<file path="src/rtl/dnsle_pkg.sv">
// Package for the DNS name label encoder.
// Constants, codes and controller/datapath bundles; no dependencies.
package dnsle_pkg;

   localparam int MAX_LABEL_DEF = 63;
   localparam int STORE_DEPTH   = 63;
   localparam int LEN_W         = 6;
   localparam int POS_W         = 7;

   localparam logic [7:0] DOT_CHAR  = 8'h2E;
   localparam logic [7:0] TERM_CHAR = 8'h00;
   localparam logic [7:0] ROOT_BYTE = 8'h00;

   typedef enum logic [1:0] {
      STATUS_OK        = 2'd0,
      STATUS_TOO_LONG  = 2'd1,
      STATUS_EMPTY     = 2'd2
   } status_type;

   typedef enum logic [1:0] {
      COUNT_NONE = 2'd0,
      COUNT_ONE  = 2'd1,
      COUNT_TWO  = 2'd2
   } count_type;

   // controller -> datapath
   typedef struct packed {
      logic take;    // request accepted this cycle
      logic fetch;   // read label bytes for the next result
      logic emit;    // load the next result into the output register
   } cmd_type;

   // datapath -> controller
   typedef struct packed {
      logic out_free;     // output register can take a result this cycle
      logic starts_emit;  // current request begins a label emission
      logic last_result;  // pending result closes the emission
   } stat_type;

endpackage

</file>
<file path="src/rtl/dnsle_if.sv">
// Channel interfaces for the DNS name label encoder.
// Depends on nothing; request carries one character, response one result.
interface dnsle_req_if;
   logic       valid;
   logic       ready;
   logic [7:0] char_in;

   modport source (output valid, output char_in, input ready);
   modport sink   (input valid, input char_in, output ready);
endinterface

interface dnsle_rsp_if;
   logic       valid;
   logic       ready;
   logic [7:0] first_byte;
   logic [7:0] second_byte;
   logic [1:0] byte_count;
   logic       run_end;
   logic       name_done;
   logic [1:0] status;

   modport source (output valid, output first_byte, output second_byte,
                   output byte_count, output run_end, output name_done,
                   output status, input ready);
   modport sink   (input valid, input first_byte, input second_byte,
                   input byte_count, input run_end, input name_done,
                   input status, output ready);
endinterface

</file>
<file path="src/rtl/dnsle_ctrl.sv">
// Controller of the DNS name label encoder: sequences request intake,
// label reads and result loads. Depends on dnsle_pkg.
module dnsle_ctrl import dnsle_pkg::*; (
   input  logic     clock,
   input  logic     reset,
   input  logic     req_valid,
   output logic     req_ready,
   input  stat_type stat,
   output cmd_type  cmd
);

   typedef enum logic [1:0] {
      ST_IDLE,
      ST_FETCH,
      ST_EMIT
   } state_type;

   state_type state_ff;
   state_type state_in;

   always_comb begin
      state_in  = state_ff;
      req_ready = 1'b0;
      cmd       = '0;
      case (state_ff)
         ST_IDLE: begin
            req_ready = stat.out_free && !reset;
            cmd.take  = req_valid && req_ready;
            if (cmd.take && stat.starts_emit) begin
               state_in = ST_FETCH;
            end
         end
         ST_FETCH: begin
            cmd.fetch = 1'b1;
            state_in  = ST_EMIT;
         end
         ST_EMIT: begin
            // hold until the output register frees up
            if (stat.out_free) begin
               cmd.emit = 1'b1;
               state_in = stat.last_result ? ST_IDLE : ST_FETCH;
            end
         end
         default: state_in = ST_IDLE;
      endcase
   end

   always_ff @(posedge clock) begin
      if (reset) begin
         state_ff <= ST_IDLE;
      end else begin
         state_ff <= state_in;
      end
   end

endmodule

</file>
<file path="src/rtl/dnsle_dp.sv">
// Datapath of the DNS name label encoder: label store, label state,
// result packing and output register. Depends on dnsle_pkg.
module dnsle_dp import dnsle_pkg::*; #(
   parameter int MAX_LABEL = MAX_LABEL_DEF
) (
   input  logic       clock,
   input  logic       reset,
   input  cmd_type    cmd,
   output stat_type   stat,
   input  logic [7:0] req_char_in,
   input  logic       rsp_ready,
   output logic       rsp_valid,
   output logic [7:0] rsp_first_byte,
   output logic [7:0] rsp_second_byte,
   output logic [1:0] rsp_byte_count,
   output logic       rsp_run_end,
   output logic       rsp_name_done,
   output logic [1:0] rsp_status
);

   localparam logic [LEN_W-1:0] MAX_LEN  = LEN_W'(MAX_LABEL);
   localparam logic [POS_W-1:0] DEPTH_P  = POS_W'(STORE_DEPTH);

   logic [7:0]       store_mem [STORE_DEPTH];
   logic [7:0]       rd0_ff, rd1_ff;

   logic [LEN_W-1:0] len_ff, len_in;
   logic             started_ff, started_in;
   logic             discard_ff, discard_in;
   logic             final_ff, final_in;
   logic [POS_W-1:0] pos_ff, pos_in;

   logic             out_valid_ff, out_valid_in;
   logic [7:0]       first_ff, first_in;
   logic [7:0]       second_ff, second_in;
   logic [1:0]       count_ff, count_in;
   logic             end_ff, end_in;
   logic             done_ff, done_in;
   logic [1:0]       status_ff, status_in;

   logic             is_term, is_dot, too_long, store_wr;
   logic [POS_W-1:0] n_bytes, pos_m1, pos_p1, pos_p2;
   logic [LEN_W-1:0] addr0, addr1;
   logic             two, last;

   assign is_term  = (req_char_in == TERM_CHAR);
   assign is_dot   = (req_char_in == DOT_CHAR);
   assign too_long = (len_ff >= MAX_LEN);
   assign store_wr = cmd.take && !discard_ff && !is_term && !is_dot && !too_long;

   // emission geometry: length byte, label bytes, root byte when final
   assign n_bytes = {1'b0, len_ff} + POS_W'(1) + POS_W'(final_ff);
   assign pos_m1  = pos_ff - POS_W'(1);
   assign pos_p1  = pos_ff + POS_W'(1);
   assign pos_p2  = pos_ff + POS_W'(2);
   assign two     = (pos_p1 < n_bytes);
   assign last    = (pos_p2 >= n_bytes);
   assign addr0   = (pos_m1 >= DEPTH_P) ? '0 : pos_m1[LEN_W-1:0];
   assign addr1   = (pos_ff >= DEPTH_P) ? '0 : pos_ff[LEN_W-1:0];

   assign stat.out_free    = !out_valid_ff || rsp_ready;
   assign stat.starts_emit = !discard_ff && (is_term ? started_ff : is_dot);
   assign stat.last_result = last;

   always_ff @(posedge clock) begin
      if (store_wr) begin
         store_mem[len_ff] <= req_char_in;
      end
      if (cmd.fetch) begin
         rd0_ff <= store_mem[addr0];
         rd1_ff <= store_mem[addr1];
      end
   end

   always_comb begin
      len_in       = len_ff;
      started_in   = started_ff;
      discard_in   = discard_ff;
      final_in     = final_ff;
      pos_in       = pos_ff;
      out_valid_in = out_valid_ff && !rsp_ready;
      first_in     = first_ff;
      second_in    = second_ff;
      count_in     = count_ff;
      end_in       = end_ff;
      done_in      = done_ff;
      status_in    = status_ff;

      if (cmd.take) begin
         if (discard_ff) begin
            // drop everything up to the terminator
            if (is_term) begin
               discard_in = 1'b0;
               len_in     = '0;
               started_in = 1'b0;
            end
         end else if (is_term && !started_ff) begin
            out_valid_in = 1'b1;
            first_in     = '0;
            second_in    = '0;
            count_in     = COUNT_NONE;
            end_in       = 1'b1;
            done_in      = 1'b1;
            status_in    = STATUS_EMPTY;
            len_in       = '0;
         end else if (is_term || is_dot) begin
            final_in   = is_term;
            pos_in     = '0;
            started_in = 1'b1;
         end else if (too_long) begin
            out_valid_in = 1'b1;
            first_in     = '0;
            second_in    = '0;
            count_in     = COUNT_NONE;
            end_in       = 1'b1;
            done_in      = 1'b1;
            status_in    = STATUS_TOO_LONG;
            len_in       = '0;
            discard_in   = 1'b1;
            started_in   = 1'b1;
         end else begin
            len_in     = len_ff + LEN_W'(1);
            started_in = 1'b1;
         end
      end

      if (cmd.emit) begin
         out_valid_in = 1'b1;
         first_in     = (pos_ff == '0) ? {{(8-LEN_W){1'b0}}, len_ff} :
                        (pos_ff <= {1'b0, len_ff}) ? rd0_ff : ROOT_BYTE;
         second_in    = !two ? 8'h00 :
                        (pos_p1 <= {1'b0, len_ff}) ? rd1_ff : ROOT_BYTE;
         count_in     = two ? COUNT_TWO : COUNT_ONE;
         end_in       = last;
         done_in      = last && final_ff;
         status_in    = STATUS_OK;
         pos_in       = pos_p2;
         if (last) begin
            len_in = '0;
            if (final_ff) begin
               started_in = 1'b0;
            end
         end
      end
   end

   always_ff @(posedge clock) begin
      if (reset) begin
         len_ff       <= '0;
         started_ff   <= 1'b0;
         discard_ff   <= 1'b0;
         out_valid_ff <= 1'b0;
      end else begin
         len_ff       <= len_in;
         started_ff   <= started_in;
         discard_ff   <= discard_in;
         out_valid_ff <= out_valid_in;
      end
      final_ff  <= final_in;
      pos_ff    <= pos_in;
      first_ff  <= first_in;
      second_ff <= second_in;
      count_ff  <= count_in;
      end_ff    <= end_in;
      done_ff   <= done_in;
      status_ff <= status_in;
   end

   assign rsp_valid       = out_valid_ff;
   assign rsp_first_byte  = first_ff;
   assign rsp_second_byte = second_ff;
   assign rsp_byte_count  = count_ff;
   assign rsp_run_end     = end_ff;
   assign rsp_name_done   = done_ff;
   assign rsp_status      = status_ff;

endmodule

</file>
<file path="src/rtl/dns_name_label_encoder.sv">
// Channel   Dir  Payload                                           Role
// req_ch    in   char_in[7:0]                                      one name character
// rsp_ch    out  first_byte, second_byte, byte_count, run_end,     packed wire bytes
//                name_done, status
//
// A character that gives no result, or a single error result, is handled in its accept cycle.
// A dot or terminator is accepted, then emits ceil((len + 1 + final) / 2) results, each by
// a label store read, then an output register load; the load waits while the output
// register cannot take a result. Requests stall while an emission runs or while any result
// waits in the output register.
// Synchronous reset clears control state; the label store is not cleared.
//
// Top level of the DNS name label encoder; depends on dnsle_pkg, dnsle_if,
// dnsle_ctrl and dnsle_dp.
module dns_name_label_encoder import dnsle_pkg::*; #(
   parameter int MAX_LABEL = MAX_LABEL_DEF
) (
   input logic        clock,
   input logic        reset,
   dnsle_req_if.sink   req_ch,
   dnsle_rsp_if.source rsp_ch
);

   cmd_type  cmd;
   stat_type stat;

   dnsle_ctrl u_ctrl (
      .clock     (clock),
      .reset     (reset),
      .req_valid (req_ch.valid),
      .req_ready (req_ch.ready),
      .stat      (stat),
      .cmd       (cmd)
   );

   dnsle_dp #(
      .MAX_LABEL (MAX_LABEL)
   ) u_dp (
      .clock           (clock),
      .reset           (reset),
      .cmd             (cmd),
      .stat            (stat),
      .req_char_in     (req_ch.char_in),
      .rsp_ready       (rsp_ch.ready),
      .rsp_valid       (rsp_ch.valid),
      .rsp_first_byte  (rsp_ch.first_byte),
      .rsp_second_byte (rsp_ch.second_byte),
      .rsp_byte_count  (rsp_ch.byte_count),
      .rsp_run_end     (rsp_ch.run_end),
      .rsp_name_done   (rsp_ch.name_done),
      .rsp_status      (rsp_ch.status)
   );

endmodule

</file>
<file path="src/flat_wrapper.sv">
// flat-port wrapper written by rule: the top's interface ports become plain ports
module dns_name_label_encoder_flat import dnsle_pkg::*;
#(
   parameter int MAX_LABEL = MAX_LABEL_DEF
)
  (clock, reset, req_ch_valid, req_ch_char_in, req_ch_ready, rsp_ch_valid, rsp_ch_first_byte, rsp_ch_second_byte, rsp_ch_byte_count, rsp_ch_run_end, rsp_ch_name_done, rsp_ch_status, rsp_ch_ready);
  dnsle_req_if req_ch_i ();
  dnsle_rsp_if rsp_ch_i ();
  input logic clock;
  input logic reset;
  input wire logic [$bits(req_ch_i.valid)-1:0] req_ch_valid;
  input wire logic [$bits(req_ch_i.char_in)-1:0] req_ch_char_in;
  output wire logic [$bits(req_ch_i.ready)-1:0] req_ch_ready;
  output wire logic [$bits(rsp_ch_i.valid)-1:0] rsp_ch_valid;
  output wire logic [$bits(rsp_ch_i.first_byte)-1:0] rsp_ch_first_byte;
  output wire logic [$bits(rsp_ch_i.second_byte)-1:0] rsp_ch_second_byte;
  output wire logic [$bits(rsp_ch_i.byte_count)-1:0] rsp_ch_byte_count;
  output wire logic [$bits(rsp_ch_i.run_end)-1:0] rsp_ch_run_end;
  output wire logic [$bits(rsp_ch_i.name_done)-1:0] rsp_ch_name_done;
  output wire logic [$bits(rsp_ch_i.status)-1:0] rsp_ch_status;
  input wire logic [$bits(rsp_ch_i.ready)-1:0] rsp_ch_ready;
  assign req_ch_i.valid = req_ch_valid;
  assign req_ch_i.char_in = req_ch_char_in;
  assign req_ch_ready = req_ch_i.ready;
  assign rsp_ch_valid = rsp_ch_i.valid;
  assign rsp_ch_first_byte = rsp_ch_i.first_byte;
  assign rsp_ch_second_byte = rsp_ch_i.second_byte;
  assign rsp_ch_byte_count = rsp_ch_i.byte_count;
  assign rsp_ch_run_end = rsp_ch_i.run_end;
  assign rsp_ch_name_done = rsp_ch_i.name_done;
  assign rsp_ch_status = rsp_ch_i.status;
  assign rsp_ch_i.ready = rsp_ch_ready;
  dns_name_label_encoder #(.MAX_LABEL(MAX_LABEL)) u_core (.clock(clock), .reset(reset), .req_ch(req_ch_i), .rsp_ch(rsp_ch_i));
endmodule
</file>
<file path="config.mk">
export PLATFORM = sky130hd
export DESIGN_NAME = dns_name_label_encoder_flat
export DESIGN_NICKNAME = d
export VERILOG_FILES = /design/src/rtl/dnsle_pkg.sv /design/src/rtl/dnsle_if.sv /design/src/rtl/dnsle_ctrl.sv /design/src/rtl/dnsle_dp.sv /design/src/rtl/dns_name_label_encoder.sv /design/src/flat_wrapper.sv
export SDC_FILE = /design/constraint.sdc
export NUM_CORES = 1
export LEC_CHECK = 0
export BUFFER_PORTS_ARGS = -buffer_cell sky130_fd_sc_hd__buf_2
export CORE_ASPECT_RATIO = 1.5
export CORE_MARGIN = 4
export CORE_UTILIZATION = 30
export DETAILED_ROUTE_END_ITERATION = 8
export GPL_TIMING_DRIVEN = 0
export PLACE_DENSITY = 0.51
export SLEW_MARGIN = 15
export SYNTH_ARGS = -nofsm -noshare
export SYNTH_HDL_FRONTEND = slang
export SYNTH_SLANG_ARGS = --single-unit
</file>
<file path="constraint.sdc">
create_clock -name clock -period 7.2 [get_ports clock]
set_input_delay 1.08 -clock clock [delete_from_list [all_inputs] [get_ports clock]]
set_output_delay 1.08 -clock clock [all_outputs]
set_load 0.05 [all_outputs]
</file>
==> key figures <==
Setup path
  • End of the critical path: u_core.u_dp.rd0_ff[5]
  • Slowest cell on crit path: xor2_1
  • Critical path class: flip-flop to flip-flop
  • Startpoint types: flip-flop
  • Worst setup EP type: flip-flop
  • Most frequent CP cell: buf_2
  • Worst Reg-to-Reg Cells: 12
  • Critical path, cell by cell: buf_2, inv_2, buf_1, ha_1, clkbuf_2, xor2_1, buf_2, clkbuf_1, nand2_1, a21oi_1, a2111oi_0, a211oi_1
  • Worst setup startpoint: u_core.u_dp.pos_ff[1]
  • R2R Path End: u_core.u_dp.rd0_ff[5]
  • Data arrival, critical path: 5.76 ns
  • R2r setup slk: 1.75 ns
  • Worst-path maximum fanout: 11
  • Worst r2r src: u_core.u_dp.pos_ff[1]
  • Crit-path max cell delay: 0.82 ns
  • Critical Path RT: 7.51 ns

Layout
  • Finished Layout Cells: 2484
  • Fillers: 7255
  • Antenna diodes: 0
  • Post-layout util: 34.2%
  • Register Area: 16700 um^2
  • Area used by multi-input combinational logic: 5920 um^2
  • Nets: 1472
  • Ratio of cells with drive above 1 in the final layout: 16.8%
  • Area grow syn2layout: 13.2%

STA
  • Fmax: 183 MHz
  • Setup TNS: 0 ns
  • Max-slew headroom: 17.2%
  • Final Critical Period: 5.45 ns
  • Setup violations, final: 0
  • Hold Violations, Final: 0
  • Worst-Margin Slew: 1.24 ns
  • Max-slew violation count: 0
  • Unrepaired setup endpoints after global routing: false
  • WHS: 0.529 ns
  • Final period util: 75.7%
  • Worst Clk Skew: 0.0266 ns

Logic synthesis
  • Top cells by area, synth: edfxtp_1 (71%), mux4_2 (9.1%), nor2_1 (1.6%)
  • Largest family of logic cells by synthesized area: multiplexers
  • Syn nets: 1383
  • Synth Area in XOR/XNOR: 0.495%
  • Top_reg_cell synth: edfxtp_1
  • Syn Area/Cell: 17.1 um^2
  • Sequential-to-total area share from yosys stat: 72.5%
  • Most frequent cell after synthesis: edfxtp_1
  • Multiplexer share of the synthesized area: 10.6%
  • Top cell type's share of synthesized area: 71.4%
  • Synth Area in Simple Gates: 5.60%
  • YS warnings: 0
  • Post-synth EDFFs: 547
  • Synthesis-stage register bit count: 560
  • Yosys top cell by area: edfxtp_1
  • Synth Cell Area: 23000 um^2
  • Compound-cell area share of the yosys netlist: 7.85%
  • Asr flop ratio synth: 0%
  • Synth Instances: 1349
  • Yosys cell types: 68
  • Commonest cells in the netlist: edfxtp_1 (547), nor2_1 (100), mux4_2 (93)
  • Adder-Cell Fraction of Synth Area: 1.20%

Die
  • Row count: 124
  • Die H: 347 um
  • Starting Density: 30.2%
  • Die area: 81300 um^2
  • Die width: 234 um
  • Core box area: 76200 um^2
  • IO Pins: 36

Clock tree
  • Clock Sinks: 560
  • CTS clk-pin slew, worst paths: 0.07 ns
  • Root Buffer: clkbuf_16
  • Number of setup buffers added after CTS: 0
  • Clock latency on the worst-skew pair: 0.61 ns
  • Post-cts resize count: 0
  • Clock buffer count from CTS: 50
  • CTS tree: built
  • Max Root-Sink Buffers: 3
  • Hold-fix buffers, CTS: 0
  • CTS H-tree depth: 2

Placed design
  • RePlAce Congestion: 0.944
  • Post-DP HPWL: 46100 um
  • Placed instance count: 2394
  • Port Buffers: 35

Worst hold path
  • Hold Path Class: flip-flop to flip-flop

Pwr
  • Max VDD drop: 0.000174 V
  • Leakage: 7.87 nW
  • Power Dens Cells: 241 nW/um^2

Global route
  • Number of global-route vias before repair: 13400
  • Largest net degree at the start of global routing: 66
  • First-pass GRT wire length: 97000 um
  • GRT Overall Usage: 16.4%
  • Gr ovfl total: 0
  • Initial antenna violation count: 0

Drt
  • Total length of routed wires: 67600 um
  • Post-DRT Antenna Nets: 0
  • First-iteration detailed-routing DRC count: 1185
  • Via count: 13100
  • First drt pass iteration count: 5
  • Post-route DRC: 0
  • DR vias/cell: 5.26
  • WL/cell: 27.2 um

Outcome
  • Status: finished clean

Run
  • Max-Cap Viols: 0
## final cells by class
class,instances,area share (%)
Clock inverter,27,0.918
Buffer,78,1.32
Multi-Input combinational cell,694,22.7
Clock buffer,63,4.99
Tap cell,1008,4.84
Inverter,17,0.245
Sequential cell,560,64.1
Timing Repair Buffer,37,0.874
## layout by cell type, fill, tap and decap left out, types with 12 or more instances in the layout
master,instances
a211oi_1,20
a21oi_1,36
and2_1,12
buf_1,18
buf_2,50
clkbuf_1,47
clkbuf_16,50
clkinv_1,14
dfxtp_1,13
edfxtp_1,547
ha_1,22
inv_1,14
mux2i_1,23
mux4_2,93
nand2_1,61
nand3_1,37
nor2_1,100
nor3_1,15
o211ai_1,18
o21ai_0,47
o221ai_1,33
o22ai_1,37
## stage by stage
stage                     power (mW)  cell area, um^2  setup WS, ns
after floorplan                 3.68            23000          3.92
after global placement          3.76            24500          1.77
after detailed placement        3.76            24500          1.82
after CTS                       6.32            26000          1.78
after global routing            6.45            26000          1.64
final                           6.28            26000          1.75
## critical path, delay by kind of cell, from the launching register on
kind            cells  cell delay (ns)
buf+inv             6             2.57
compound gates      3             0.87
xor+xnor            1             0.82
flops               1             0.47
fa+ha+maj           1             0.28
simple gates        1             0.11
## layer usage
metal / share of wire, % / wire [um] / track usage, %
met1: 38 / 25600 / 19.6
met3: 4.8 / 3220 / 1.90
met4: 5.7 / 3830 / 8.27
met2: 52 / 35000 / 29.0
met5: 0 / 0 / 0
## state kept, by name, summed over array words and instances, names as in the netlist
name	cells
u_core.u_dp.store_mem	504
u_core.u_dp.rd0_ff	8
u_core.u_dp.rd1_ff	8
u_core.u_dp.rsp_first_byte	8
u_core.u_dp.rsp_second_byte	8
u_core.u_dp.len_ff	6
u_core.u_dp.pos_ff	6
u_core.u_ctrl.state_ff	2
u_core.u_dp.rsp_byte_count	2
u_core.u_dp.rsp_status	2
u_core.u_dp.discard_ff	1
u_core.u_dp.final_ff	1
u_core.u_dp.rsp_name_done	1
u_core.u_dp.rsp_run_end	1
u_core.u_dp.rsp_valid	1
u_core.u_dp.started_ff	1
## worst min-delay path by stage
stage | startpoint | end | cells after the start
after CTS | u_core.u_dp.final_ff | u_core.u_dp.started_ff | 1
after detailed placement | u_core.u_dp.final_ff | u_core.u_dp.started_ff | 1
after floorplan | u_core.u_dp.final_ff | u_core.u_dp.started_ff | 1
after global routing | u_core.u_dp.final_ff | u_core.u_dp.started_ff | 1
after global placement | u_core.u_dp.rsp_status[0] | u_core.u_dp.rsp_status[0] | 2
final | u_core.u_dp.final_ff | u_core.u_dp.started_ff | 1
## kinds of logic after synthesis
kind of cell | count (synthesis)
buf+inv | 95
flops | 560
mux | 126
xor+xnor | 13
simple gates | 275
fa+ha+maj | 22
compound gates | 258
## power breakdown
part / internal, mW / leakage (nW) / switching, mW / total [mW]
clock: 1.40 / 0.753 / 1.20 / 2.59
combinational: 0.0197 / 2.12 / 0.0853 / 0.105
sequential: 3.58 / 4.99 / 0.00645 / 3.58
(Power assumes the default switching activity.)
